### config.mk
export PLATFORM = sky130hd
export DESIGN_NAME = ftrb_ctrl
export DESIGN_NICKNAME = d
export VERILOG_FILES = /design/src/hdl/ftrb_pkg.sv /design/src/hdl/ftrb_ctrl.sv
export VERILOG_INCLUDE_DIRS = /design/src /design/src/hdl
export SDC_FILE = /design/constraint.sdc
export NUM_CORES = 1
export LEC_CHECK = 0
export BUFFER_PORTS_ARGS = -buffer_cell sky130_fd_sc_hd__buf_2
export CORE_AREA = 10 10 47 49
export CTS_CLUSTER_SIZE = 28
export DETAILED_ROUTE_END_ITERATION = 6
export DIE_AREA = 0 0 57 59
export GPL_TIMING_DRIVEN = 0
export PLACE_DENSITY = 0.5
export SLEW_MARGIN = 20
export SYNTH_ARGS = -nofsm -noshare
export SYNTH_HDL_FRONTEND = slang
export SYNTH_SLANG_ARGS = --single-unit
### constraint.sdc
create_clock -name clock -period 1.5 [get_ports clock]
set_input_delay 0.075 -clock clock [delete_from_list [all_inputs] [get_ports clock]]
set_output_delay 0.075 -clock clock [all_outputs]
set_load 0.1 [all_outputs]
### src/hdl/filtered_trace_ring_buffer_macros.svh
// Assertion macros shared by the trace ring buffer modules.
`ifndef FILTERED_TRACE_RING_BUFFER_MACROS_SVH
`define FILTERED_TRACE_RING_BUFFER_MACROS_SVH

// Same-cycle implication, sampled on clock and disabled in reset.
`define FTRB_ASSERT_SAME(lbl, ante, cons, msg) \
   lbl: assert property (@(posedge clock) disable iff (reset) (ante) |-> (cons)) \
      else $error(msg);

// Next-cycle implication, sampled on clock and disabled in reset.
`define FTRB_ASSERT_NEXT(lbl, ante, cons, msg) \
   lbl: assert property (@(posedge clock) disable iff (reset) (ante) |=> (cons)) \
      else $error(msg);

`endif

### src/hdl/ftrb_pkg.sv
// Types and constants shared by the trace ring buffer modules.
`timescale 1ns / 1ps

package ftrb_pkg;

   // Field widths.
   localparam int unsigned CTR_W   = 48;
   localparam int unsigned CNT_W   = 7;
   localparam int unsigned ID_W    = 22;
   localparam int unsigned STATE_W = 32;
   localparam int unsigned NAME_W  = 64;

   // Input item kinds.
   localparam logic [1:0] KIND_ADD   = 2'd0;
   localparam logic [1:0] KIND_READ  = 2'd1;
   localparam logic [1:0] KIND_CLEAR = 2'd2;

   // Filter modes; the unused code behaves as off.
   localparam logic [1:0] FILT_OFF   = 2'd0;
   localparam logic [1:0] FILT_ALL   = 2'd1;
   localparam logic [1:0] FILT_GROUP = 2'd2;

   // Exit states that override any other recorded state.
   localparam logic [7:0] QUIT_ZOMBIE = 8'd32;
   localparam logic [7:0] QUIT_DEAD   = 8'd16;

   // Register indexes on the configuration port.
   localparam logic REG_FILTER_MODE  = 1'b0;
   localparam logic REG_FILTER_GROUP = 1'b1;

   typedef enum logic [2:0] {
      ST_IDLE,
      ST_EXEC,
      ST_EVAL,
      ST_START,
      ST_FETCH,
      ST_OUT
   } ctrl_state_type;

   // Why an answer is being evaluated.
   typedef enum logic [1:0] {
      ANS_CHECK,
      ANS_READ,
      ANS_FORCE
   } ans_type;

   // Outcome of evaluating a read target against the total.
   typedef enum logic [1:0] {
      EV_NONE,
      EV_PARK,
      EV_BUSY,
      EV_RUN
   } eval_type;

   typedef struct packed {
      logic [1:0]         kind;
      logic [7:0]         quit_state;
      logic [STATE_W-1:0] option_state;
      logic [STATE_W-1:0] task_state;
      logic [ID_W-1:0]    group_id;
      logic [ID_W-1:0]    thread_id;
      logic [NAME_W-1:0]  name_low;
      logic [NAME_W-1:0]  name_high;
      logic [CTR_W-1:0]   request_counter;
   } req_type;

   typedef struct packed {
      logic [STATE_W-1:0] state;
      logic [ID_W-1:0]    group_id;
      logic [ID_W-1:0]    thread_id;
      logic [NAME_W-1:0]  name_low;
      logic [NAME_W-1:0]  name_high;
   } entry_type;

   typedef struct packed {
      entry_type        entry;
      logic             has_entry;
      logic [CNT_W-1:0] entry_count;
      logic [CTR_W-1:0] new_counter;
      logic             status;
      logic             last;
   } rsp_type;

   // Commands from the controller to the datapath.
   typedef struct packed {
      logic capture;
      logic exec;
      logic eval;
      logic start;
      logic fetch;
      logic advance;
   } cmd_type;

   // Status from the datapath to the controller.
   typedef struct packed {
      logic [1:0] kind;
      logic       add_pass;
      logic       pend;
      logic       req_zero;
      eval_type   eval_res;
      logic       run_empty;
      logic       last_beat;
   } sts_type;

endpackage

### src/hdl/ftrb_ctrl.sv
// Controller state machine that sequences each item through the datapath.
`timescale 1ns / 1ps
`include "filtered_trace_ring_buffer_macros.svh"

module ftrb_ctrl (
   input  logic             clock,
   input  logic             reset,
   input  logic             req_valid,
   output logic             req_stall,
   output logic             rsp_valid,
   input  logic             rsp_stall,
   input  ftrb_pkg::sts_type sts,
   output ftrb_pkg::cmd_type cmd
);
   import ftrb_pkg::*;

   ctrl_state_type state_ff;
   ctrl_state_type state_in;

   // State register.
   always_ff @(posedge clock) begin
      if (reset) begin
         state_ff <= ST_IDLE;
      end else begin
         state_ff <= state_in;
      end
   end

   // Next-state logic.
   always_comb begin
      state_in = state_ff;
      unique case (state_ff)
         ST_IDLE: begin
            if (req_valid) begin
               state_in = ST_EXEC;
            end
         end
         ST_EXEC: begin
            priority if (sts.kind == KIND_ADD) begin
               state_in = (sts.add_pass && sts.pend) ? ST_EVAL : ST_IDLE;
            end else if (sts.kind == KIND_READ) begin
               state_in = sts.req_zero ? ST_START : ST_EVAL;
            end else if (sts.kind == KIND_CLEAR) begin
               state_in = sts.pend ? ST_EVAL : ST_IDLE;
            end else begin
               state_in = ST_IDLE;
            end
         end
         ST_EVAL: begin
            unique case (sts.eval_res)
               EV_NONE: state_in = ST_IDLE;
               EV_PARK: state_in = ST_IDLE;
               EV_BUSY: state_in = ST_OUT;
               EV_RUN:  state_in = ST_START;
               default: state_in = ST_IDLE;
            endcase
         end
         ST_START: begin
            state_in = sts.run_empty ? ST_OUT : ST_FETCH;
         end
         ST_FETCH: begin
            state_in = ST_OUT;
         end
         ST_OUT: begin
            if (!rsp_stall) begin
               state_in = sts.last_beat ? ST_IDLE : ST_FETCH;
            end
         end
         default: state_in = ST_IDLE;
      endcase
   end

   // Output decode.
   always_comb begin
      cmd       = '0;
      req_stall = 1'b1;
      rsp_valid = 1'b0;
      unique case (state_ff)
         ST_IDLE: begin
            req_stall   = 1'b0;
            cmd.capture = req_valid;
         end
         ST_EXEC:  cmd.exec  = 1'b1;
         ST_EVAL:  cmd.eval  = 1'b1;
         ST_START: cmd.start = 1'b1;
         ST_FETCH: cmd.fetch = 1'b1;
         ST_OUT: begin
            rsp_valid   = 1'b1;
            cmd.advance = !rsp_stall && !sts.last_beat;
         end
         default: ;
      endcase
   end

   `FTRB_ASSERT_NEXT(a_accept_exec, req_valid && !req_stall, state_ff == ST_EXEC, "accepted beat did not start execution")
   `FTRB_ASSERT_NEXT(a_out_hold, (state_ff == ST_OUT) && rsp_stall, state_ff == ST_OUT, "stalled result left the output state")
   `FTRB_ASSERT_SAME(a_eval_order, state_ff == ST_EVAL, $past(state_ff) == ST_EXEC, "evaluation not preceded by execution")

endmodule

==> results.md <==
* Combinational share of power at 49.6%
* Worst clock skew at ~0.0008 ns
* H-tree depth at 1
* Final setup vio count at 0
* Worst R2R End: state_ff[0]
* Clock-pin transition on the worst setup and hold timing paths at 0.04 ns
* R2R cell count at 5
* Cells after Synth at 34
* Clk buf depth at 2
* Via/cell ratio at 4.43
* Leading cell types in the layout, fill and taps excluded: 13 x buf_2, 5 x a21oi_1, 4 x nor2_2, 4 x clkbuf_4, 4 x buf_4
* Largest fanout on the critical path at 6
* RSZ-0062 raised after global routing: false
* Fin worst setup slack at 0.0571 ns
* Worst reg-to-reg setup slack at 0.24 ns
* Hold Path Stages at 2
* Power per cell area at between 900 and 1000 mW/mm²
* WS Path Type: register to primary output
* Startpoint types: register
* Vias at about 330
* Commonest non-fill, non-tap cell in the layout: buf_2
* Die Ht at 59 µm
* Net Sw Frac at 43.3%
* GRT Resource Usage Total at 5.21%
* Syn-to-layout area delta at 97.5%
* Worst EP required at 1.42 ns
* Die footprint at 0.00336 mm²
* Total of max-cap violations at 0
* Final period utilization at a little over nine tenths
* Clock Power Share at 30.4%
* Fin cells at 75
* Largest area contributor in the netlist: dfxtp_1
* Drt total wl at 843 µm
* Leakage power at 0.216 nW
* TritonCTS clock tree: built
* Placed cell count at 70
* Path type of the worst min-delay path: primary input to register
* Clock buffer count from CTS at 3
* Placer Congestion at 0.646
* DRC violations left at 0
* Sequential power share at 19.9%
* First drt pass iteration count at 4
* P_sw at 0.197 mW
* Placed cell areas at 412 µm²
* Share of layout cells above drive strength 1 at 59.3%
* Syn_nets at 47
* Mean Syn Cell Area at 7.25 µm²
* Cell internal pwr at 0.258 mW
* Worst setup EP type: primary output
* Final HPWL DP at around 730 µm
* DRT iter0 DRCs at 10
* Hold Path End: state_ff[0]
* Die X at 57 µm
* Vias in the first global route at 340
* Nets@finish at 73
* Yosys cell types at 17
* Routed wire per std cell at 11.2 µm
* Max_slew headroom at 67.7%
* Worst-Skew Late Latency at 0.23 ns
* R2r startpoint: state_ff[0]
* Final antenna-violating net count at 0
* Final hold violations at 0
* HP Start: reset
* Port-buffer cells at 20
* Peak supply drop at 414 µV
* Flops & latches, synth at 3
* Synth area leaders: dfxtp_1 24%, nor2_1 11%, a21oi_1 10%
* Final Hold Slack at 0.0262 ns
* Number of flip-flops in the largest register at 3
* Post-layout min period at ~1.4 ns
* Design area at about 490 µm²
* Place WS at 0.0696 ns
* Pins Over Slew Limit at 0
* Clock root cell: clkbuf_4
* Slew @ Worst Pin at 0.487 ns
* # diodes at 0
* Largest net degree at the start of global routing at 9
* Status: finished clean
* Row count at 14
* Sequential fraction of the synthesis area at about a quarter
* Mapped cell area at 246 µm²
* Synth warnings at 0
* Top reg by flops: state_ff
* CTS sink cnt at 3
* Max Freq at 693 MHz
* Core ar. at ~0.0014 mm²
* Gr ovfl total at 0
* # IOs at 21
* Initial antenna violation count at 0
* Starting density of the core at 17.6%
* # hold bufs at CTS at 0
* Share of the synthesized area in the top cell type at between 20% and 30%
* First-pass GRT wire length at about 1.4 mm
* WP data arrival at 1.37 ns
* Largest regs: state_ff: 3 flops
Yosys cell counts (all sizes together):
cell type	n
nor4	1
nor3	1
nand4bb	1
a2bb2oi	1
nand2b	3
inv	2
a21oi	5
buf	1
or3	1
o21ai	3
a32oi	1
a21o	1
mux2i	2
nand2	1
dfxtp	3
nor2	7
layer usage:
layer | track usage [%] | vias up | share of wire, % | routed length, µm
li1 | - | 174 | - | -
met1 | 5.40 | 140 | 43 | 364
met2 | 6.51 | 18 | 39 | 326
met3 | 5.79 | 0 | 18 | 152
met4 | 2.01 | 0 | 0 | 0
met5 | 0 | - | 0 | 0
through the flow:
stage	power [mW]	setup TNS, ns	utilization [%]
after global placement	0.298	0	29.4
after CTS	0.453	0	32.9
final	0.456	0	34.7
after detailed placement	0.298	0	29.4
after global routing	0.488	0	34.7
after floorplan	0.257	-1.18	-
area by class of cell:
class	count	area (µm²)
Sequential cell	3	61.3
Tap cell	16	20.0
Clock buffer	4	26.3
Timing Repair Buffer	21	145
Inverter	2	11.3
Multi-Input combinational cell	28	211
Fill cell	168	915
Buffer	1	11.3
worst max-delay path, cell delays in order, from the launching register on:
cell,delay (ns)
dfxtp_2,0.30
buf_6,0.12
or3_4,0.40
buf_2,0.31
timing repair:
action | 4_1_cts | 5_1_grt
endpoints found under the setup margin | 6 | 4
gates cloned | 0 | 0
gates resized for setup | 8 | 5
setup buffers | 0 | 1
pin swaps | 0 | 2
worst max-delay path by stage:
| stage | startpoint | to | cells after the start |
|---|---|---|---|
| global route | state_ff[2] | cmd[0] | 3 |
| floorplan | state_ff[1] | state_ff[0] | 4 |
| CTS | state_ff[0] | cmd[5] | 4 |
| global placement | state_ff[0] | cmd[5] | 4 |
| detailed placement | state_ff[0] | cmd[5] | 4 |
| finish | state_ff[0] | req_stall | 3 |
power by group through the flow:
stage / Combinational, mW / Clock, mW / Sequential, mW
final: 0.226 / 0.139 / 0.0909
after global routing: 0.240 / 0.157 / 0.0915
after CTS: 0.214 / 0.148 / 0.0909
after detailed placement: 0.206 / 0 / 0.0922
after global placement: 0.206 / 0 / 0.0922
after floorplan: 0.166 / 0 / 0.0913
cell families (layout without fill, tap and decap cells):
| kind of cell | count (synthesis) | in the layout | synth area share [%] |
|---|---|---|---|
| DFF | 3 | 3 | 24.4 |
| buffers and inverters | 3 | 28 | 7.62 |
| muxes | 2 | 2 | 8.12 |
| and+or+nand+nor | 15 | 15 | 33.5 |
| AOI/OAI and AO/OA | 11 | 11 | 26.4 |
Power figures use the tool's default switching activity.
